==> src/design/ddd_pkg.sv <==
package ddd_pkg;

	localparam int unsigned YEAR_W      = 14;
	localparam int unsigned MONTH_W     = 4;
	localparam int unsigned DAY_W       = 5;
	localparam int unsigned COUNT_W     = 22;
	localparam int unsigned ACC_W       = 25;
	localparam int unsigned TERM_W      = 23;
	localparam int unsigned CUM_W       = 9;
	localparam int unsigned MAX_YEAR_DEF = 9999;
	localparam int unsigned CENTURY     = 100;
	localparam int unsigned YEAR_DAYS   = 365;
	localparam int unsigned MONTHS      = 12;

	localparam logic [COUNT_W-1:0] COUNT_MAX = '1;

	typedef struct packed {
		logic [YEAR_W-1:0]  first_year;
		logic [MONTH_W-1:0] first_month;
		logic [DAY_W-1:0]   first_day;
		logic [YEAR_W-1:0]  second_year;
		logic [MONTH_W-1:0] second_month;
		logic [DAY_W-1:0]   second_day;
	} dates_t;

	typedef struct packed {
		logic [COUNT_W-1:0] day_count;
		logic               bad_month;
	} result_t;

	localparam logic [CUM_W-1:0] CUM_COMMON [MONTHS] = '{
		9'd0, 9'd31, 9'd59, 9'd90, 9'd120, 9'd151,
		9'd181, 9'd212, 9'd243, 9'd273, 9'd304, 9'd334
	};

	localparam logic [CUM_W-1:0] CUM_LEAP [MONTHS] = '{
		9'd0, 9'd31, 9'd60, 9'd91, 9'd121, 9'd152,
		9'd182, 9'd213, 9'd244, 9'd274, 9'd305, 9'd335
	};

	function automatic logic [CUM_W-1:0] cum_days(input logic leap,
			input logic [MONTH_W-1:0] month);
		logic [MONTH_W-1:0] idx;
		idx = month - MONTH_W'(1);
		if (idx >= MONTH_W'(MONTHS)) begin
			cum_days = '0;
		end else if (leap) begin
			cum_days = CUM_LEAP[idx];
		end else begin
			cum_days = CUM_COMMON[idx];
		end
	endfunction

	function automatic logic month_ok(input logic [MONTH_W-1:0] month);
		month_ok = (month != '0) && (month <= MONTH_W'(MONTHS));
	endfunction

endpackage

==> src/design/date_difference_days.sv <==
// Sequence: for an accepted dates word, each date's year less one is divided
// by 100 through a reciprocal (quotient, then remainder), then one term and one add;
// a last term and add cover the whole years. One word is worked on at a time,
// and dates_ready is high only while the sequencer is idle.
// Reset: arst_n clears the sequencer and the result valid at once.
module date_difference_days
	import ddd_pkg::*;
#(
	parameter int unsigned MAX_YEAR = MAX_YEAR_DEF
) (
	input  logic    clk,
	input  logic    arst_n,
	input  logic    dates_valid,
	output logic    dates_ready,
	input  dates_t  dates,
	output logic    result_valid,
	input  logic    result_ready,
	output result_t result
);

	localparam int unsigned DIV_STEPS = 2;
	localparam int unsigned CNT_W     = $clog2(DIV_STEPS);
	localparam int unsigned REM_W     = $clog2(CENTURY);
	localparam int unsigned RECIP_W   = 15;
	localparam int unsigned DIV_SHIFT = 21;
	localparam int unsigned PROD_W    = YEAR_W + RECIP_W;
	localparam logic [RECIP_W-1:0] DIV_RECIP = 15'd20972;

	typedef enum logic [4:0] {
		ST_IDLE = 5'b00001,
		ST_DIV  = 5'b00010,
		ST_TERM = 5'b00100,
		ST_ACC  = 5'b01000,
		ST_DONE = 5'b10000
	} state_t;

	typedef enum logic [1:0] {
		PH_OLD   = 2'd0,
		PH_NEW   = 2'd1,
		PH_YEARS = 2'd2
	} phase_t;

	state_t state_q;
	phase_t phase_q;
	logic   result_valid_q;
	logic [CNT_W-1:0] cnt_q;

	logic [YEAR_W-1:0]  oy_q, ny_q, diff_q, div_q, quo_q;
	logic [MONTH_W-1:0] om_q, nm_q;
	logic [DAY_W-1:0]   od_q, nd_q;
	logic [REM_W-1:0]   rem_q;
	logic               bad_q;
	logic [TERM_W-1:0]  term_q;
	logic signed [ACC_W-1:0] acc_q;
	result_t            result_q;

	logic [YEAR_W-1:0]  y1, y2, cur_y, cur_m1, start_m;
	logic [MONTH_W-1:0] cur_mon;
	logic [DAY_W-1:0]   cur_day;
	logic               swap, bad_in, leap;
	logic [PROD_W-1:0]  prod;
	logic [YEAR_W-1:0]  quo_next;
	logic [REM_W-1:0]   rem_next;
	logic [YEAR_W:0]    leaps;
	logic [TERM_W-1:0]  date_term;
	logic [COUNT_W-1:0] clamped;

	function automatic logic [YEAR_W-1:0] clamp_year(input logic [YEAR_W-1:0] y);
		if ({3'b000, y} > (YEAR_W+3)'(MAX_YEAR)) begin
			clamp_year = YEAR_W'(MAX_YEAR);
		end else begin
			clamp_year = y;
		end
	endfunction

	always_comb begin
		y1 = clamp_year(dates.first_year);
		y2 = clamp_year(dates.second_year);
		bad_in = !month_ok(dates.first_month) || !month_ok(dates.second_month);
		if (y1 != y2) begin
			swap = y1 > y2;
		end else if (dates.first_month != dates.second_month) begin
			swap = dates.first_month > dates.second_month;
		end else begin
			swap = dates.first_day > dates.second_day;
		end
		start_m = (swap ? y2 : y1) - YEAR_W'(1);
	end

	always_comb begin
		cur_y   = (phase_q == PH_OLD) ? oy_q : ny_q;
		cur_mon = (phase_q == PH_OLD) ? om_q : nm_q;
		cur_day = (phase_q == PH_OLD) ? od_q : nd_q;
		cur_m1  = cur_y - YEAR_W'(1);
		prod     = PROD_W'(div_q) * PROD_W'(DIV_RECIP);
		quo_next = YEAR_W'(prod >> DIV_SHIFT);
		rem_next = REM_W'(div_q - YEAR_W'(quo_q * YEAR_W'(CENTURY)));
		if (cur_y == '0) begin
			leaps = '0;
			leap  = 1'b1;
		end else begin
			leaps = (YEAR_W+1)'(cur_m1 >> 2) - (YEAR_W+1)'(quo_q)
				+ (YEAR_W+1)'(quo_q >> 2) + (YEAR_W+1)'(1);
			leap  = (cur_m1[1:0] == 2'b11)
				&& ((rem_q != REM_W'(CENTURY - 1)) || (quo_q[1:0] == 2'b11));
		end
		date_term = TERM_W'(leaps) + TERM_W'(cum_days(leap, cur_mon))
			+ TERM_W'(cur_day);
		if (acc_q < 0) begin
			clamped = '0;
		end else if (acc_q > $signed({{(ACC_W-COUNT_W){1'b0}}, COUNT_MAX})) begin
			clamped = COUNT_MAX;
		end else begin
			clamped = acc_q[COUNT_W-1:0];
		end
	end

	always_ff @(posedge clk or negedge arst_n) begin
		if (!arst_n) begin
			state_q        <= ST_IDLE;
			phase_q        <= PH_OLD;
			cnt_q          <= '0;
			result_valid_q <= 1'b0;
		end else begin
			if (state_q == ST_DONE && (!result_valid_q || result_ready)) begin
				result_valid_q <= 1'b1;
			end else if (result_ready) begin
				result_valid_q <= 1'b0;
			end
			unique case (state_q)
				ST_IDLE: begin
					if (dates_valid) begin
						phase_q <= PH_OLD;
						cnt_q   <= '0;
						state_q <= bad_in ? ST_DONE : ST_DIV;
					end
				end
				ST_DIV: begin
					cnt_q <= cnt_q + CNT_W'(1);
					if (cnt_q == CNT_W'(DIV_STEPS - 1)) begin
						state_q <= ST_TERM;
					end
				end
				ST_TERM: begin
					state_q <= ST_ACC;
				end
				ST_ACC: begin
					cnt_q <= '0;
					unique case (phase_q)
						PH_OLD: begin
							phase_q <= PH_NEW;
							state_q <= ST_DIV;
						end
						PH_NEW: begin
							phase_q <= PH_YEARS;
							state_q <= ST_TERM;
						end
						default: begin
							state_q <= ST_DONE;
						end
					endcase
				end
				ST_DONE: begin
					if (!result_valid_q || result_ready) begin
						state_q <= ST_IDLE;
					end
				end
				default: begin
					state_q <= ST_IDLE;
				end
			endcase
		end
	end

	always_ff @(posedge clk) begin
		unique case (state_q)
			ST_IDLE: begin
				if (dates_valid) begin
					oy_q   <= swap ? y2 : y1;
					ny_q   <= swap ? y1 : y2;
					om_q   <= swap ? dates.second_month : dates.first_month;
					nm_q   <= swap ? dates.first_month : dates.second_month;
					od_q   <= swap ? dates.second_day : dates.first_day;
					nd_q   <= swap ? dates.first_day : dates.second_day;
					diff_q <= swap ? (y1 - y2) : (y2 - y1);
					bad_q  <= bad_in;
					div_q  <= start_m;
					rem_q  <= '0;
					quo_q  <= '0;
					acc_q  <= '0;
				end
			end
			ST_DIV: begin
				// divide by 100 through the reciprocal, then take the remainder
				if (cnt_q == '0) begin
					quo_q <= quo_next;
				end else begin
					rem_q <= rem_next;
				end
			end
			ST_TERM: begin
				if (phase_q == PH_YEARS) begin
					term_q <= TERM_W'(diff_q) * TERM_W'(YEAR_DAYS);
				end else begin
					term_q <= date_term;
				end
			end
			ST_ACC: begin
				if (phase_q == PH_OLD) begin
					acc_q <= acc_q - $signed({2'b00, term_q});
				end else begin
					acc_q <= acc_q + $signed({2'b00, term_q});
				end
				if (phase_q == PH_OLD) begin
					div_q <= ny_q - YEAR_W'(1);
					rem_q <= '0;
					quo_q <= '0;
				end
			end
			ST_DONE: begin
				if (!result_valid_q || result_ready) begin
					result_q.day_count <= bad_q ? '0 : clamped;
					result_q.bad_month <= bad_q;
				end
			end
			default: begin
			end
		endcase
	end

	assign dates_ready  = (state_q == ST_IDLE);
	assign result_valid = result_valid_q;
	assign result       = result_q;

endmodule

==> config.mk <==
export PLATFORM = sky130hd
export DESIGN_NAME = date_difference_days
export DESIGN_NICKNAME = d
export VERILOG_FILES = /design/src/design/ddd_pkg.sv /design/src/design/date_difference_days.sv
export SDC_FILE = /design/constraint.sdc
export NUM_CORES = 1
export LEC_CHECK = 0
export ABC_AREA = 1
export BUFFER_PORTS_ARGS = -buffer_cell sky130_fd_sc_hd__buf_2
export CAP_MARGIN = 10
export CORE_MARGIN = 5
export CORE_UTILIZATION = 65
export CTS_CLUSTER_DIAMETER = 200
export DETAILED_ROUTE_END_ITERATION = 12
export PLACE_DENSITY = 0.91
export SLEW_MARGIN = 20
export SYNTH_ARGS = -nofsm -noshare
export SYNTH_HDL_FRONTEND = slang
export SYNTH_SLANG_ARGS = --single-unit
==> constraint.sdc <==
create_clock -name clk -period 12.45 [get_ports clk]
set_clock_uncertainty 0.1 [all_clocks]
set_input_delay 1.245 -clock clk [delete_from_list [all_inputs] [get_ports clk]]
set_output_delay 1.245 -clock clk [all_outputs]
set_load 0.005 [all_outputs]
==> flow_metrics.tcl, run 1 <==
set metrics [dict create \
    critical_path_s_largest_stage_delay_ns 0.52 \
    cts_hold_buffers 0 \
    crit_slowest_cell "sky130_fd_sc_hd__fa_1" \
    final-instance-count-excl-fill 2784 \
    clk_root_buffer_cell "sky130_fd_sc_hd__clkbuf_16" \
    io-pin-count 75 \
    post-place-cells 2752 \
    slew-limit-headroom_pct 25.7 \
    drtIter0Drc 1408 \
    detailroute.via_count 16011 \
    final_layout_size_suffix_gt1_share_pct 7.96 \
    finalMaxSlewViolations 0 \
    syn_avg_cell_area_um2 8.14 \
    synthesis.area_um2 19000 \
    track_usage_pct 28.0 \
    drv.max_cap_violation_count 0 \
    initial_core_utilization_pct 65.9 \
    timing_worst_slew_pin_value_ns 1.11 \
    cp_num_cells 29 \
    timing.critical_path.to "term_q[13]" \
    clock_tree.htree_level_count 4 \
    timing.final.crit_period_ns 6.25 \
    criticalPathCategory "reg -> reg" \
    floorplan.die.width_um 181 \
    r2r_end "term_q[13]" \
    postSynth.topFlopCell "sky130_fd_sc_hd__edfxtp_1" \
    critical_path_required_ns 12.54 \
    via_count_of_the_first_global_routing_pass 15735 \
    cpLargestDelayFamily "adder cells" \
    timing_hold_violations_final 0 \
    cts.clk_slew.worst_paths_ns 0.08 \
    cts.path.max_buffers 2 \
    wirelength_mm 46.3 \
    first_pass_grt_wire_length_mm 75.6 \
    worst-endpoint-arrival_ns 6.34 \
    critPathLaunch "phase_q[0]" \
    number_of_flops_mapped_to_enable_cells_by_yosys 161 \
    run_status "completed" \
    crit_path_frequent_cell "sky130_fd_sc_hd__nand2_1" \
    synth_cell_type_count 52 \
    cp_endpoint_kind "flop" \
    route.detailed.vias_per_inst 5.75 \
    worst-path-buf-inv 5 \
    ff2ff_setup_slack_ns 6.20 \
    synthesis.instances 2331 \
    layout-area-overhead-vs-synth_pct 6.63 \
    antenna-diode-count 0 \
    die-height_um 181 \
    grt_setup_unrepaired "no" \
    clk_latency_ns 0.45 \
    gp_congestion 0.975 \
    dpl.hpwl_mm 37.7 \
    rr_worst_depth 29 \
    layout_worst_path_cycle_share_pct 50.2 \
    globalRoute.totalOverflow 0 \
    cts_resized 0 \
    startpoint_type "flop" \
    synth_sequential_area_ratio_pct 26.7 \
    fmax_ghz 0.160 \
    remaining_drc_errors 0 \
    core_um2 28800 \
    die_area_um2 32700 \
    cts_inserted_buffers 17 \
    synth_seq_cells 170 \
    worst_hold_path_type "reg -> reg" \
    routedWlPerCell_um 16.6 \
    worst_r2r_startpoint "phase_q[0]" \
    drt-pass1-iter-count 8 \
    port-buffer-count 74 \
    placementRows 62 \
    number_of_routed_nets_with_antenna_violations 0 \
    tritoncts "built" \
    final-setup-viol-count 0 \
    synth.net_count 2751 \
    cts_num_sinks 170 \
    worst_hold_slack_ns 0.430 \
    antenna_found_initial 0 \
    layout.nets 2807 \
    post-cts-setup-buffers 0 \
    summed_negative_setup_slack_over_all_endpoints_ns 0 \
    synth-async-reset-ratio_pct 5.29 \
    yosysWarningCount 0 \
    worstPathMaxFanout 40 \
    grt_max_degree 93 \
]
==> cells in the mapped netlist (9+ instances only) <==
library cell | count | area (um2)
sky130_fd_sc_hd__nand3_1 | 80 | 400
sky130_fd_sc_hd__nand2_1 | 426 | 1600
sky130_fd_sc_hd__o21ai_0 | 148 | 741
sky130_fd_sc_hd__o21a_1 | 12 | 90.1
sky130_fd_sc_hd__nand2_2 | 17 | 106
sky130_fd_sc_hd__edfxtp_1 | 161 | 4830
sky130_fd_sc_hd__inv_1 | 453 | 1700
sky130_fd_sc_hd__a21o_1 | 9 | 67.6
sky130_fd_sc_hd__ha_1 | 246 | 3080
sky130_fd_sc_hd__clkbuf_1 | 20 | 75.1
sky130_fd_sc_hd__nand4_1 | 23 | 144
sky130_fd_sc_hd__nor3_1 | 21 | 105
sky130_fd_sc_hd__nor2_1 | 174 | 653
sky130_fd_sc_hd__xor2_1 | 34 | 298
sky130_fd_sc_hd__xnor2_1 | 25 | 219
sky130_fd_sc_hd__buf_2 | 13 | 65.1
sky130_fd_sc_hd__o21ai_2 | 10 | 87.6
sky130_fd_sc_hd__a21oi_1 | 184 | 921
sky130_fd_sc_hd__fa_1 | 124 | 2480
sky130_fd_sc_hd__a31oi_1 | 15 | 93.8
sky130_fd_sc_hd__o21ai_1 | 11 | 55.1
sky130_fd_sc_hd__o31ai_1 | 9 | 67.6
==> layout by cell type, fill, tap and decap left out, types with 11 or more instances in the layout <==
| cell type | Yosys | final |
|---|---|---|
| sky130_fd_sc_hd__nand2_1 | 426 | 426 |
| sky130_fd_sc_hd__xnor2_1 | 25 | 25 |
| sky130_fd_sc_hd__o21ai_1 | 11 | 11 |
| sky130_fd_sc_hd__o21ai_0 | 148 | 148 |
| sky130_fd_sc_hd__buf_2 | 13 | 74 |
| sky130_fd_sc_hd__nand2_2 | 17 | 17 |
| sky130_fd_sc_hd__edfxtp_1 | 161 | 161 |
| sky130_fd_sc_hd__nand4_1 | 23 | 23 |
| sky130_fd_sc_hd__nor2_1 | 174 | 171 |
| sky130_fd_sc_hd__inv_1 | 453 | 453 |
| sky130_fd_sc_hd__fa_1 | 124 | 124 |
| sky130_fd_sc_hd__o21a_1 | 12 | 12 |
| sky130_fd_sc_hd__nor3_1 | 21 | 20 |
| sky130_fd_sc_hd__nand3_1 | 80 | 80 |
| sky130_fd_sc_hd__ha_1 | 246 | 246 |
| sky130_fd_sc_hd__clkbuf_16 | 0 | 17 |
| sky130_fd_sc_hd__xor2_1 | 34 | 34 |
| sky130_fd_sc_hd__a21oi_1 | 184 | 184 |
| sky130_fd_sc_hd__a31oi_1 | 15 | 15 |
==> metal layers <==
metal	GRT usage (%)	up-vias	wire, um
met5	0	-	0
met4	9.10	0	1310
met3	3.66	113	3220
met2	48.0	699	22300
met1	37.1	7461	19400
li1	-	7738	-
==> logic make-up after synthesis <==
logic type	Yosys count	synth area share, %
flip-flops	170	26.7
adder cells (fa/ha/maj)	370	29.3
buffers and inverters	505	10.5
AO/OA/AOI/OAI	436	12.7
XOR/XNOR	59	2.72
multiplexers	7	0.369
AND/OR/NAND/NOR	784	17.7
==> worst register-to-register path, delay by kind of cell (launching register included) <==
kind / cells / cell delay, ns
DFF: 1 / 0.45
buffers and inverters: 5 / 0.68
xor gates and xnor gates: 1 / 0.18
adders and majority gates: 4 / 1.72
and+or+nand+nor: 11 / 1.41
AOI/OAI and AO/OA: 8 / 1.46
==> registers in the layout, summed over array words and instances, names as in the netlist <==
register,count
acc_q,25
result,23
term_q,23
diff_q,14
div_q,14
ny_q,14
oy_q,14
quo_q,8
rem_q,7
nd_q,5
od_q,5
state_q,5
nm_q,4
om_q,4
phase_q,2
bad_q,1
cnt_q,1
result_valid,1
==> area by class of cell <==
cell class | instances | area, um2
clock buffers | 17 | 425
clock inverters | 15 | 155
fillers | 2273 | 8540
inverters | 461 | 1730
multi-input cells | 1656 | 12000
flip-flops and latches | 170 | 5060
well taps | 384 | 480
repair buffers | 81 | 423
==> metrics by stage <==
stage | worst slack [ns] | util, % | cell area (um2)
2_1_floorplan | 7.43 | - | 19000
3_3_place_gp | 6.27 | 68.3 | 19600
3_5_place_dp | 6.13 | 68.3 | 19600
4_1_cts | 6.26 | 70.3 | 20200
5_1_grt | 5.81 | 70.3 | 20200
6_report | 6.20 | 70.3 | 20200
==> worst min-delay path by stage <==
stage           from         to  depth (start not counted)
6_report       bad_q  result[0]                          0
5_1_grt        bad_q  result[0]                          0
4_1_cts        cnt_q      cnt_q                          2
3_5_place_dp   cnt_q      cnt_q                          2
3_3_place_gp   bad_q  result[0]                          0
2_1_floorplan  bad_q  result[0]                          0
Power of run 1 is left out: the tool's default activity adds up to more than one toggle a clock period on the data nets, which glitch-free logic cannot reach.
==> run 2: changes to the inputs <==
==> constraint.sdc (replaced) <==
create_clock -name clk -period 6 [get_ports clk]
set_clock_uncertainty 0.1 [all_clocks]
set_input_delay 0.6 -clock clk [delete_from_list [all_inputs] [get_ports clk]]
set_output_delay 0.6 -clock clk [all_outputs]
set_load 0.005 [all_outputs]
==> flow_metrics.tcl, run 2 (same netlist as run 1, synthesis figures left out) <==
set metrics [dict create \
    via_count_of_the_first_global_routing_pass 16618 \
    critical_path_required_ns 6.10 \
    slew-limit-headroom_pct 35.1 \
    worst-endpoint-arrival_ns 5.81 \
    finalMaxSlewViolations 0 \
    multi_input_comb_area_um2 12000 \
    io-pin-count 75 \
    cts_inserted_buffers 17 \
    cts.clk_slew.worst_paths_ns 0.08 \
    floorplan.die.width_um 181 \
    timing.final.crit_period_ns 5.71 \
    cp_endpoint_kind "flop" \
    globalRoute.totalOverflow 0 \
    utilization_pct 70.9 \
    mostFrequentLayoutCell "sky130_fd_sc_hd__inv_1" \
    cts.path.max_buffers 2 \
    port-buffer-count 74 \
    critical_path_s_largest_stage_delay_ns 0.52 \
    timing_hold_violations_final 0 \
    drt-pass1-iter-count 8 \
    die-height_um 181 \
    placed_area_um2 19700 \
    crit_path_frequent_cell "sky130_fd_sc_hd__nand2_1" \
    regArea_um2 5060 \
    dpl.hpwl_mm 37.3 \
    first_pass_grt_wire_length_mm 77.8 \
    layout_common_cells "sky130_fd_sc_hd__inv_1 (453), sky130_fd_sc_hd__nand2_1 (426), sky130_fd_sc_hd__ha_1 (246), sky130_fd_sc_hd__a21oi_1 (184), sky130_fd_sc_hd__nor2_1 (171)" \
    registers.top_by_ff_count "acc_q" \
    fill_cells 2067 \
    crit_slowest_cell "sky130_fd_sc_hd__fa_1" \
    startpoint_type "flop" \
    drtIter0Drc 1782 \
    route.detailed.vias_per_inst 5.88 \
    summed_negative_setup_slack_over_all_endpoints_ns 0 \
    detailroute.via_count 16422 \
    dpl_worst_slack_ns 0.118 \
    tritoncts "built" \
    die_area_um2 32700 \
    timing_worst_slew_pin_value_ns 0.973 \
    grt_max_degree 62 \
    routedWlPerCell_um 16.8 \
    largest_register_ffs 25 \
    final-setup-viol-count 0 \
    clk_latency_ns 0.45 \
    track_usage_pct 28.5 \
    fmax_ghz 0.175 \
    run_status "completed" \
    worstPathMaxFanout 14 \
    layout_worst_path_cycle_share_pct 95.2 \
    grt_setup_unrepaired "no" \
    criticalPathCategory "reg -> reg" \
    final_layout_size_suffix_gt1_share_pct 8.42 \
    worst_hold_path_type "in -> reg" \
    timing.final.ws_setup_ns 0.287 \
    antenna-diode-count 0 \
    clock_tree.htree_level_count 4 \
    remaining_drc_errors 0 \
    gp_congestion 0.999 \
    initial_core_utilization_pct 65.9 \
    wirelength_mm 47.0 \
    drv.max_cap_violation_count 0 \
    layout-area-overhead-vs-synth_pct 7.44 \
    antenna_found_initial 0 \
    core_um2 28800 \
    layout.nets 2817 \
    placementRows 62 \
    clk_root_buffer_cell "sky130_fd_sc_hd__clkbuf_16" \
    number_of_routed_nets_with_antenna_violations 0 \
    cts_num_sinks 170 \
    design_area_um2 20400 \
]
## run 2: changes by cell type in the layout (fill, tap and decap cells not counted), sizes merged
| cell | delta |
|---|---|
| buf | +9 |
| clkinv | -1 |
| clkinvlp | -1 |
| dlygate4sd3 | +1 |
| inv | +2 |
## run 2: what timing repair did
item,CTS,global route
setup endpoints to repair,0,7
buffers inserted,0,2
gates resized for setup,0,2
hold endpoints to repair,8,0
hold buffers,1,0
## run 2: metrics by stage
step	hold slack, ns	cells
after floorplan	0.204	2331
after global placement	0.363	2759
after detailed placement	0.371	2759
after CTS	0.252	2792
after global routing	0.266	2794
final	0.259	2794
## run 2: cell type report
| type | instances | share of cell area [%] |
|---|---|---|
| Sequential cell | 170 | 24.8 |
| Clock buffer | 17 | 2.09 |
| Tap cell | 384 | 2.36 |
| Inverter | 461 | 8.49 |
| Clock inverter | 15 | 1.06 |
| Multi-Input combinational cell | 1656 | 58.7 |
| Timing Repair Buffer | 91 | 2.45 |
## run 2: routing by layer
layer,routed length [um],track usage (%),vias up
met1,18600,35.9,7596
met4,1990,11.7,0
met2,22600,49.0,862
met5,0,0,-
met3,3760,4.62,204
li1,-,-,7760
## run 2: worst max-delay path, delay by kind of cell, from the launching register on
| family | cells | cell delay, ns |
|---|---|---|
| adders and majority gates | 4 | 1.71 |
| AOI/OAI and AO/OA | 8 | 1.33 |
| DFF | 1 | 0.45 |
| and+or+nand+nor | 10 | 1.31 |
| xor gates and xnor gates | 1 | 0.15 |
| buffers and inverters | 6 | 0.43 |
## run 2: final timing paths
path	startpoint	endpoint	slack (ns)	cells past startpoint
max in group asynchronous	arst_n	state_q[0]	5.09	2
max	phase_q[0]	term_q[13]	0.29	29
min reg2reg	bad_q	result[0]	0.41	0
max reg2reg	phase_q[0]	term_q[13]	0.29	29
min	result_ready	result_valid	0.26	2
min in group asynchronous	arst_n	result_valid	0.45	2
Power of run 2 is left out for the same reason.
==> run 3: changes to the inputs <==
--- a/config.mk
+++ b/config.mk
@@ -9,10 +9,10 @@
 export BUFFER_PORTS_ARGS = -buffer_cell sky130_fd_sc_hd__buf_2
 export CAP_MARGIN = 10
 export CORE_MARGIN = 5
-export CORE_UTILIZATION = 65
+export CORE_UTILIZATION = 40
 export CTS_CLUSTER_DIAMETER = 200
 export DETAILED_ROUTE_END_ITERATION = 12
-export PLACE_DENSITY = 0.91
+export PLACE_DENSITY = 0.64
 export SLEW_MARGIN = 20
 export SYNTH_ARGS = -nofsm -noshare
 export SYNTH_HDL_FRONTEND = slang
==> constraint.sdc (replaced) <==
create_clock -name clk -period 6 [get_ports clk]
set_clock_uncertainty 0.1 [all_clocks]
set_input_delay 1.8 -clock clk [delete_from_list [all_inputs] [get_ports clk]]
set_output_delay 1.8 -clock clk [all_outputs]
set_load 0.005 [all_outputs]
==> flow_metrics.tcl, run 3 (same netlist as run 1, synthesis figures left out) <==
set metrics [dict create \
    clk_latency_ns 0.46 \
    timing.final.ws_setup_ns 0.508 \
    critPathLaunch "phase_q[1]" \
    fmax_ghz 0.182 \
    layout_worst_path_cycle_share_pct 91.5 \
    layout_common_cells "sky130_fd_sc_hd__inv_1 (453), sky130_fd_sc_hd__nand2_1 (426), sky130_fd_sc_hd__ha_1 (246), sky130_fd_sc_hd__a21oi_1 (184), sky130_fd_sc_hd__nor2_1 (171)" \
    antenna_found_initial 1 \
    remaining_drc_errors 0 \
    dpl_worst_slack_ns 0.348 \
    grt_setup_unrepaired "no" \
    start_point_of_the_worst_min_delay_path "bad_q" \
    final_layout_size_suffix_gt1_share_pct 8.99 \
    gp_congestion 0.925 \
    cts_num_sinks 170 \
    port-buffer-count 74 \
    layout.nets 2833 \
    summed_negative_setup_slack_over_all_endpoints_ns 0 \
    number_of_routed_nets_with_antenna_violations 0 \
    clock_tree.htree_level_count 4 \
    wirelength_mm 46.5 \
    die-height_um 228 \
    worst_r2r_startpoint "phase_q[1]" \
    cts.path.max_buffers 2 \
    io-pin-count 75 \
    clk_root_buffer_cell "sky130_fd_sc_hd__clkbuf_16" \
    registers.top_by_ff_count "acc_q" \
    core_um2 46800 \
    run_status "completed" \
    drtIter0Drc 988 \
    final-setup-viol-count 0 \
    tritoncts "built" \
    drt-pass1-iter-count 6 \
    grt_max_degree 37 \
    timing_hold_violations_final 0 \
    worstPathMaxFanout 11 \
    initial_core_utilization_pct 40.6 \
    worst-endpoint-arrival_ns 5.59 \
    cts_inserted_buffers 17 \
    globalRoute.totalOverflow 0 \
    cts.clk_slew.worst_paths_ns 0.07 \
    placementRows 79 \
    cp_endpoint_kind "flop" \
    mostFrequentLayoutCell "sky130_fd_sc_hd__inv_1" \
    routedWlPerCell_um 15.3 \
    largest_register_ffs 25 \
    layout-area-overhead-vs-synth_pct 9.62 \
    via_count_of_the_first_global_routing_pass 15361 \
    fill_cells 4581 \
    criticalPathCategory "reg -> reg" \
    first_pass_grt_wire_length_mm 77.0 \
    route.detailed.vias_per_inst 5.08 \
    post-place-cells 3001 \
    slew-limit-headroom_pct 36.3 \
    placed_area_um2 20200 \
    worst_hold_path_type "reg -> reg" \
    track_usage_pct 17.8 \
    final-instance-count-excl-fill 3033 \
    timing_worst_slew_pin_value_ns 0.949 \
    dpl.hpwl_mm 39.1 \
    detailroute.via_count 15393 \
    post-cts-setup-buffers 0 \
    finalMaxSlewViolations 0 \
    startpoint_type "flop" \
    antenna-diode-count 0 \
    die_area_um2 51900 \
    timing.final.crit_period_ns 5.49 \
    critical_path_required_ns 6.10 \
    floorplan.die.width_um 228 \
    design_area_um2 20800 \
    drv.max_cap_violation_count 0 \
]
## run 3: path summary, 6_finish.rpt
path	endpoint	slack (ns)	depth (start not counted)
worst max-delay path	term_q[13]	0.51	27
worst min-delay path	result[0]	0.41	0
worst max register to register	term_q[13]	0.51	27
worst min register to register	result[0]	0.41	0
max in group asynchronous	state_q[0]	4.45	1
min in group asynchronous	cnt_q	1.09	1
## run 3: layout make-up
type,count,area [um2],area share (%)
clock buffers,17,425,2.04
clock inverters,15,214,1.03
inverters,461,1730,8.32
multi-input cells,1656,12000,57.5
flip-flops and latches,170,5060,24.3
well taps,607,759,3.65
repair buffers,107,643,3.09
## run 3: stage by stage
step                      hold slack (ns)  util [%]
final                               0.408      44.5
after global routing                0.411      44.5
after CTS                           0.399      44.5
after detailed placement            0.387      43.1
after global placement              0.386      43.1
after floorplan                     0.318         -
## run 3: critical path, stage by stage, from the launching register on
cell	delay, ns
sky130_fd_sc_hd__dfrtp_1	0.43
sky130_fd_sc_hd__nor2_4	0.21
sky130_fd_sc_hd__buf_4	0.20
sky130_fd_sc_hd__o21ai_2	0.11
sky130_fd_sc_hd__nor3_2	0.29
sky130_fd_sc_hd__xnor2_1	0.15
sky130_fd_sc_hd__inv_1	0.07
sky130_fd_sc_hd__fa_1	0.48
sky130_fd_sc_hd__inv_1	0.04
sky130_fd_sc_hd__ha_1	0.36
sky130_fd_sc_hd__a21oi_1	0.24
sky130_fd_sc_hd__o31ai_1	0.13
sky130_fd_sc_hd__a21oi_1	0.14
sky130_fd_sc_hd__o21ai_0	0.13
sky130_fd_sc_hd__fa_1	0.52
sky130_fd_sc_hd__inv_1	0.04
sky130_fd_sc_hd__ha_1	0.33
sky130_fd_sc_hd__inv_1	0.08
sky130_fd_sc_hd__o31ai_2	0.29
sky130_fd_sc_hd__nand2_1	0.08
sky130_fd_sc_hd__o211ai_1	0.11
sky130_fd_sc_hd__nand2_1	0.10
sky130_fd_sc_hd__nand2_1	0.07
sky130_fd_sc_hd__nand2_1	0.06
sky130_fd_sc_hd__nor2_1	0.24
sky130_fd_sc_hd__a21oi_1	0.10
sky130_fd_sc_hd__nand2_1	0.07
sky130_fd_sc_hd__nand2_1	0.04
## run 3: per-layer routing
| layer | global-route usage (%) | vias to the layer above | routed length [um] |
|---|---|---|---|
| li1 | - | 7784 | - |
| met1 | 24.1 | 7238 | 21400 |
| met2 | 31.3 | 330 | 22600 |
| met3 | 2.02 | 41 | 1760 |
| met4 | 3.48 | 0 | 636 |
| met5 | 0 | - | 0 |
## run 3: repair_timing
item                       4_1_cts  5_1_grt
gates resized for setup          0        2
setup endpoints to repair        0        3
hold buffers                     0        0
Power of run 3 is left out for the same reason.
